==> config.mk <==
export PLATFORM = sky130hd
export DESIGN_NAME = stbs_front
export DESIGN_NICKNAME = d
export VERILOG_FILES = /design/src/hdl/stbs_pkg.sv /design/src/hdl/stbs_front.sv
export SDC_FILE = /design/constraint.sdc
export NUM_CORES = 1
export LEC_CHECK = 0
export BUFFER_PORTS_ARGS = -buffer_cell sky130_fd_sc_hd__buf_2
export CAP_MARGIN = 20
export CORE_MARGIN = 2
export CORE_UTILIZATION = 46
export DETAILED_ROUTE_END_ITERATION = 10
export PLACE_DENSITY = 0.74
export SLEW_MARGIN = 20
export SYNTH_ARGS = -nofsm -noshare
export SYNTH_HDL_FRONTEND = slang
export SYNTH_SLANG_ARGS = --single-unit
==> constraint.sdc <==
create_clock -name clk -period 5.45 [get_ports clk]
set_clock_uncertainty 0.15 [all_clocks]
set_input_delay 1.635 -clock clk [delete_from_list [all_inputs] [get_ports clk]]
set_output_delay 1.635 -clock clk [all_outputs]
set_load 0.1 [all_outputs]
==> src/hdl/stbs_pkg.sv <==
`default_nettype none
package stbs_pkg;

  localparam int MAX_ENTRIES  = 1024;
  localparam int IDX_W        = $clog2(MAX_ENTRIES);
  localparam int CNT_W        = IDX_W + 1;
  localparam int CFG_W        = 11;
  localparam int SLOT_W       = 10;
  localparam int FIELD_W      = 64;
  localparam int KEY_BYTES    = 8;
  localparam int OFFSET_BYTES = 8;
  localparam int KEY_W        = 8 * KEY_BYTES;
  localparam int OFF_W        = 8 * OFFSET_BYTES;
  localparam int IN_DATA_W    = ((SLOT_W + 2 * FIELD_W + 7) / 8) * 8;
  localparam int OUT_DATA_W   = FIELD_W;
  localparam int QUEUE_DEPTH  = 2;
  localparam int QPTR_W       = $clog2(QUEUE_DEPTH);
  localparam int QCNT_W       = $clog2(QUEUE_DEPTH + 1);

  typedef enum logic {
    KIND_PUT    = 1'b0,
    KIND_LOOKUP = 1'b1
  } kind_t;

  // classified item as it travels from front to back
  typedef struct packed {
    kind_t              kind;
    logic [IDX_W-1:0]   slot;
    logic [KEY_W-1:0]   key;
    logic [OFF_W-1:0]   offset;
  } cmd_t;

endpackage
`default_nettype wire

==> src/hdl/stbs_front.sv <==
`default_nettype none
module stbs_front (
  input  wire logic                            clk,
  input  wire logic                            rst,
  input  wire logic                            in_valid,
  output logic                                 in_ready,
  input  wire logic                            in_kind,
  input  wire logic [stbs_pkg::SLOT_W-1:0]     in_slot,
  input  wire logic [stbs_pkg::FIELD_W-1:0]    in_key,
  input  wire logic [stbs_pkg::FIELD_W-1:0]    in_offset,
  output logic                                 cmd_valid,
  output stbs_pkg::cmd_t                       cmd,
  input  wire logic                            cmd_pop
);

  stbs_pkg::cmd_t                     q_mem [stbs_pkg::QUEUE_DEPTH];
  logic [stbs_pkg::QPTR_W-1:0]        wr_ptr;
  logic [stbs_pkg::QPTR_W-1:0]        rd_ptr;
  logic [stbs_pkg::QCNT_W-1:0]        count;
  logic                               accept;
  logic                               push;
  logic                               pop;
  logic                               slot_ok;
  stbs_pkg::cmd_t                     cmd_in;

  assign in_ready  = (count != stbs_pkg::QCNT_W'(stbs_pkg::QUEUE_DEPTH));
  assign accept    = in_valid && in_ready;
  // a put beyond the table is dropped here
  assign slot_ok   = (32'(in_slot) < 32'(stbs_pkg::MAX_ENTRIES));
  assign push      = accept && (in_kind == stbs_pkg::KIND_LOOKUP || slot_ok);
  assign pop       = cmd_pop && cmd_valid;
  assign cmd_valid = (count != '0);
  assign cmd       = q_mem[rd_ptr];

  always_comb begin
    cmd_in.kind   = stbs_pkg::kind_t'(in_kind);
    cmd_in.slot   = stbs_pkg::IDX_W'(in_slot);
    cmd_in.key    = in_key[stbs_pkg::KEY_W-1:0];
    cmd_in.offset = in_offset[stbs_pkg::OFF_W-1:0];
  end

  always_ff @(posedge clk) begin
    if (push) begin
      q_mem[wr_ptr] <= cmd_in;
    end
  end

  always_ff @(posedge clk) begin
    if (rst) begin
      wr_ptr <= '0;
      rd_ptr <= '0;
      count  <= '0;
    end else begin
      if (push) begin
        wr_ptr <= (wr_ptr == stbs_pkg::QPTR_W'(stbs_pkg::QUEUE_DEPTH - 1)) ? '0
                  : wr_ptr + 1'b1;
      end
      if (pop) begin
        rd_ptr <= (rd_ptr == stbs_pkg::QPTR_W'(stbs_pkg::QUEUE_DEPTH - 1)) ? '0
                  : rd_ptr + 1'b1;
      end
      if (push && !pop) begin
        count <= count + 1'b1;
      end else if (pop && !push) begin
        count <= count - 1'b1;
      end
    end
  end

endmodule
`default_nettype wire

**Word level (Yosys, flattened, before mapping)**

Memory sizes are Yosys's and may differ from the RTL's. A register that Yosys moved wholly into a read port is not among the register bits.
Index checks and enable logic that the tools add are counted.

- Flip-flop bits (word level): 4
- Bits in writable memories: 278
- Bits of input ports: 143
- Output and inout bits: 141
- Memories kept: 1

Memory list:

| memory | words | bits a word | rd ports | clocked after Yosys merged registers in | write ports | RTL line | text |
|---|---|---|---|---|---|---|---|
| q_mem | 2 | 139 | 1 | 1 | 1 | stbs_front.sv:16 | `stbs_pkg::cmd_t q_mem [stbs_pkg::QUEUE_DEPTH];` |

- Add/subtract/negate cells: 4
- Eq/ne operators: 1
- Muxes and demuxes: 8
- Reductions and logical operators: 8

Operator list:

| kind | number |
|---|---|
| $mux 1 | 6 |
| $logic_and 1x1->1 | 4 |
| $mux 2 | 2 |
| $reduce_bool 2->1 | 2 |
| $add 1x1->1 const B | 2 |
| $add 2x1->2 const B | 1 |
| $logic_not 1->1 | 2 |
| $ne 2x2->1 const B | 1 |
| $sub 2x1->2 const B | 1 |

**Longest topological paths before layout**

Gate-level depths: netlist (run 1).

- Depth in word-level cells: 6
- Depth in mapped cells: 6
- Gate-level depth less buffers: 6

**Worst setup path after synthesis (run 1)**

Ideal clock, no wire load.

- Path type: input to register
- Start: input port in_valid
- End: memory q_mem[1][0] in the netlist's numbering, enable pin
- Setup time: 0.516 ns
- Data arrival time: 4.880 ns
- Required time: 4.784 ns
- Slack: -0.095 ns
- Cell stages on the path: 1
- Path buffers: 0
- Cell sequence: and3_1

- Longest elaborated chain between the ends: 3

Ends and longest elaborated chain:

| what | RTL line | text |
|---|---|---|
| start, declared | stbs_front.sv:5 | `input wire logic in_valid,` |
| $logic_and 1x1->1 | stbs_front.sv:27 | `assign accept = in_valid && in_ready;` |
| $mux 1 | stbs_front.sv:43 | `if (push) begin` |
| $mux 1 (implied by the code) | stbs_front.sv:44 | `q_mem[wr_ptr] <= cmd_in;` |
| end, declared | stbs_front.sv:16 |  |

Every way passes these cells.

==> impl_metrics.py, run 1 <==
metrics = {
    "status": {
        "status": "complete, no violations",
    },
    "cts": {
        "clock_latency_ps": 520,
        "cts.htree.levels": 1,
        "cts_tree": "yes",
        "cts_buffers": 28,
        "cts.sinks": 283,
        "clockBufferDepth": 3,
        "cts.reportedPaths.clkPinSlew_ps": 60,
        "ctsResizeCount": 0,
        "cts-root-buf": "clkbuf_16",
        "cts_hold_buf": 0,
        "cts_setup_buffers": 0,
    },
    "grt": {
        "antenna_found_initial": 0,
        "grt_max_degree": 76,
        "globalRouteOverflowTotal": 0,
        "gr-usage-all-layers": 0.156,
        "grt_pass1_wl_um": 29200,
        "grt_pass1_vias": 5526,
    },
    "sta": {
        "final_hold_viol_count": 0,
        "fin_hold_ws_ps": 373,
        "rsz0062_at_grt": "false",
        "tightest_slew_ps": 1000,
        "max_freq_mhz": 236,
        "slew_headroom": 0.332,
        "tns_ps": 0,
        "finalWorstSetupSlack_ps": 1220,
        "finalMaxSlewViolations": 0,
        "fin_crit_ps": 4230,
        "setup_violations": 0,
        "finalCritPeriodShare": 0.777,
    },
    "yosys": {
        "ys_seq_area_frac": 0.821,
        "synthCells": 456,
        "synth_compound_area_frac": 0.00292,
        "synth_mux_area_frac": 0.152,
        "yosys.area_share.adder": 0.00122,
        "syn-cell-area_um2": 10300,
        "yosysWarnings": 0,
        "ys_ff_latch": 283,
        "synth_ff_type": "edfxtp_1",
        "synth-xor-area-share": 0.00255,
        "synth_area_per_cell_um2": 22.6,
        "synth-edff-count": 278,
        "synth_simple_gate_area_frac": 0.00487,
        "async_flop_share": 0,
        "synth_top_family_by_area": "multiplexers",
        "synth_nets": 600,
        "synth.distinct_cells": 19,
    },
    "job": {
        "maxCapViolCount": 0,
    },
    "die": {
        "die_h_um": 154,
        "start_util": 0.470,
        "io_pins": 284,
        "dieArea_um2": 23600,
        "fp.dieW_um": 154,
        "coreArea_um2": 21900,
        "rows": 54,
    },
    "min_path": {
        "hold_class": "register to register",
    },
    "final_layout": {
        "nets": 904,
        "antennaDiodeCount": 0,
        "fin_area_um2": 12800,
        "drive_gt1_frac": 0.597,
        "areaGrowthSynthToFinish_pct": 24.6,
    },
    "critical_path": {
        "crit_path_start_kind": "register",
        "critPathRequiredTime_ps": 3670,
        "path_buf_inv": 2,
        "worst-setup-path-type": "register to primary output",
        "crit_arrival_ps": 2450,
        "cp_slowest_cell": "dfxtp_4",
        "end_kind": "primary output",
        "slowest_delay_ps": 750,
        "path_max_fanout": 58,
        "crit_chain": "buf_12 -> mux2_2 -> buf_2",
        "crit_family": "flip-flops",
    },
    "route": {
        "post_drt_wl_per_cell_um": 18.3,
        "drc": 0,
        "drt_iter0_drc": 246,
        "via_count": 5240,
        "totalWireLength_um": 19400,
        "final_antenna_net_count": 0,
        "via_per_inst": 4.93,
        "dr.pass1.iters": 4,
    },
    "placed_design": {
        "preCtsSetupSlack_ps": 1740,
        "io_buffers": 283,
        "dpl.hpwl_um": 13000,
        "gp_congestion": 0.800,
        "dpl_cell_area_um2": 12000,
    },
}
==> flip-flops by register name (all words and copies together), names as in the netlist, named ones only <==
signal / cells
q_mem: 278
count: 2
rd_ptr: 1
wr_ptr: 1
==> path summary, 6_finish.rpt <==
| kind | from | cells after the start | slack [ps] | endpoint |
|---|---|---|---|---|
| max | register | 3 | 1220 | cmd[109] |
| min | rd_ptr$_SDFFE_PP0P_ | 2 | 370 | register |
| max reg2reg | count[0]$_SDFFE_PP0P_ | 4 | 3120 | q_mem[0][2]$_DFFE_PP_ |
| min reg2reg | rd_ptr$_SDFFE_PP0P_ | 2 | 370 | register |
==> logic make-up (layout without fill, tap and decap cells) <==
group                      after synthesis  after routing
and+or+nand+nor                          9              9
xor gates and xnor gates                 3              3
buffers and inverters                   16            342
muxes                                  139            139
AOI/OAI and AO/OA                        5              5
DFF                                    283            283
adders and majority gates                1              1
==> worst reg2reg max path: stages, from the launching register on <==
cell	delay, ps
dfxtp_1	400
nand2b_1	220
nand3b_1	200
inv_6	500
buf_12	430
==> cells in the final DEF (no fill, tap or decap), types with 2 or more instances in the layout <==
cell / instances
edfxtp_1: 278
buf_4: 4
clkinvlp_4: 2
xor2_1: 3
clkinv_2: 3
nor2_1: 3
clkbuf_16: 29
clkinv_1: 8
clkbuf_1: 10
buf_12: 2
o21ai_0: 2
buf_2: 283
dfxtp_1: 4
a21oi_1: 2
mux2_2: 139
==> stage by stage <==
stage | cells | util
after floorplan | 456 | -
after CTS | 1062 | 0.585
final | 1062 | 0.585
after detailed placement | 1010 | 0.548
after global routing | 1062 | 0.585
after global placement | 1010 | 0.548
==> metal layers <==
metal	vias up	share of wire	global-route usage
li1	2432	-	-
met1	2533	0.39	0.189
met2	242	0.50	0.271
met3	33	0.098	0.0502
met4	0	0.018	0.0411
met5	-	0	0
==> final cells by class <==
class,instances,area [µm²]
fill,1638,9080
sequential,283,8450
multi-input combinational,157,1690
timing repair buffer,289,1490
clock buffer,39,763
tap,280,350
clock inverter,13,60.1
inverter,1,8.76
==> synthesized netlist by cell type (2+ instances only) <==
master,count,share of area
a21oi_1,2,0.00097
buf_2,2,0.00097
buf_4,2,0.0015
buf_6,11,0.012
dfxtp_1,5,0.0097
edfxtp_1,278,0.81
mux2_2,139,0.15
nor2_1,3,0.0011
o21ai_0,2,0.00097
xor2_1,3,0.0026
Power of run 1 is left out: the tool's default activity adds up to more than one toggle a clock period on the data nets, which glitch-free logic cannot reach.
==> run 2: changes to the inputs <==
- PLACE_DENSITY: 0.74 -> 0.72
- clock period: 5.45 -> 4.1 ns (I/O delays scaled with it)
==> run 2 against run 1 <==
  * Global-route usage is 0.10 points lower
  * Core utilization rose by 0.23 points
  * Critical path type unchanged
  * Via count about the same
  * Setup slack got worse by 510 ps
  * Highest routed layer unchanged
  * Non-clock buffer count did not move
  * Clock-buffer cell count is the same
  * Register-to-register slack worse by 1300 ps
  * Worst hold slack worse by 0.98 ps
  * Critical endpoint is now cmd[86]
  * Sequential share of layout area decreased by 0.26 points
  * Design area up 0.40%
==> impl_metrics.py, run 2 (synthesis gave the netlist of run 1 again) <==
metrics = {
    "critical_path": {
        "path_max_fanout": 79,
        "end_kind": "primary output",
        "crit_path_start_kind": "register",
        "r2r_start": "count[0]$_SDFFE_PP0P_",
        "crit_arrival_ps": 2010,
        "worst-setup-path-type": "register to primary output",
        "critPathRequiredTime_ps": 2720,
    },
    "route": {
        "final_antenna_net_count": 0,
        "totalWireLength_um": 19300,
        "drc": 0,
        "post_drt_wl_per_cell_um": 18.1,
        "dr.pass1.iters": 4,
        "via_per_inst": 4.93,
        "drt_iter0_drc": 242,
        "via_count": 5236,
    },
    "die": {
        "dieArea_um2": 23600,
        "die_h_um": 154,
        "start_util": 0.470,
        "coreArea_um2": 21900,
        "rows": 54,
        "io_pins": 284,
        "fp.dieW_um": 154,
    },
    "final_layout": {
        "drive_gt1_frac": 0.598,
        "mostFrequentLayoutCells": "buf_2 (283), edfxtp_1 (278), mux2_2 (139)",
        "regMostFlops": "q_mem",
        "antennaDiodeCount": 0,
        "nets": 905,
        "fin_area_um2": 12900,
        "final_common_cell": "buf_2",
        "top_regs": "q_mem: 278 flops, count: 2 flops",
        "largest_reg_flops": 278,
        "areaGrowthSynthToFinish_pct": 25.0,
        "stdcell_count": 1062,
    },
    "cts": {
        "clockBufferDepth": 3,
        "clock_latency_ps": 530,
        "cts_tree": "yes",
        "ctsResizeCount": 0,
        "cts_setup_buffers": 0,
        "cts_hold_buf": 0,
        "cts.reportedPaths.clkPinSlew_ps": 50,
        "cts-root-buf": "clkbuf_16",
        "cts.sinks": 283,
        "cts_buffers": 29,
        "cts.htree.levels": 1,
    },
    "sta": {
        "rsz0062_at_grt": "false",
        "tns_ps": 0,
        "setup_violations": 0,
        "final_hold_viol_count": 0,
        "finalCritPeriodShare": 0.827,
        "finalMaxSlewViolations": 0,
        "max_freq_mhz": 295,
        "fin_crit_ps": 3390,
        "slew_headroom": 0.526,
        "tightest_slew_ps": 710,
    },
    "grt": {
        "antenna_found_initial": 1,
        "globalRouteOverflowTotal": 0,
        "grt_max_degree": 80,
        "grt_pass1_wl_um": 29200,
        "grt_pass1_vias": 5612,
        "gr-usage-all-layers": 0.155,
    },
    "placed_design": {
        "dpl.hpwl_um": 12900,
        "dpl_cell_area_um2": 12000,
        "io_buffers": 283,
        "place_inst": 1010,
        "gp_congestion": 0.740,
    },
    "status": {
        "status": "complete, no violations",
    },
    "min_path": {
        "hold_class": "register to register",
        "hold_start": "rd_ptr$_SDFFE_PP0P_",
    },
    "job": {
        "maxCapViolCount": 0,
    },
}
==> run 2: metal layers <==
layer / part of all wire / GRT usage / routed length (µm) / up-vias
met3: 0.082 / 0.0507 / 1590 / 40
li1: - / - / - / 2438
met2: 0.50 / 0.268 / 9630 / 220
met1: 0.39 / 0.183 / 7430 / 2538
met5: 0 / 0 / 0 / -
met4: 0.032 / 0.0524 / 622 / 0
==> run 2: final cells by class <==
type | instances | area, µm²
clock buffers | 39 | 763
multi-input cells | 157 | 1690
fillers | 1668 | 9030
repair buffers | 289 | 1540
well taps | 280 | 350
inverters | 1 | 7.51
flip-flops and latches | 283 | 8450
clock inverters | 13 | 62.6
==> run 2: worst max-delay path, cell delays in order, from the launching register on <==
cell and delay (ps):
dfxtp_4 370, buf_12 340, mux2_2 410, buf_2 300
==> run 2: metrics by stage <==
step | util | hold WS [ps] | setup slack (ps)
final | 0.588 | 372 | 709
after global routing | 0.588 | 402 | 629
after CTS | 0.588 | 380 | 682
after detailed placement | 0.550 | 366 | 1010
after global placement | 0.550 | 337 | 1070
after floorplan | - | 321 | 15.6
==> run 2: path summary, 6_finish.rpt <==
path / endpoint / slack [ps] / depth (start not counted)
max: cmd[86] / 710 / 3
min: register / 370 / 2
max reg2reg: q_mem[0][65]$_DFFE_PP_ / 1790 / 4
min reg2reg: register / 370 / 2
Power of run 2 is left out for the same reason.
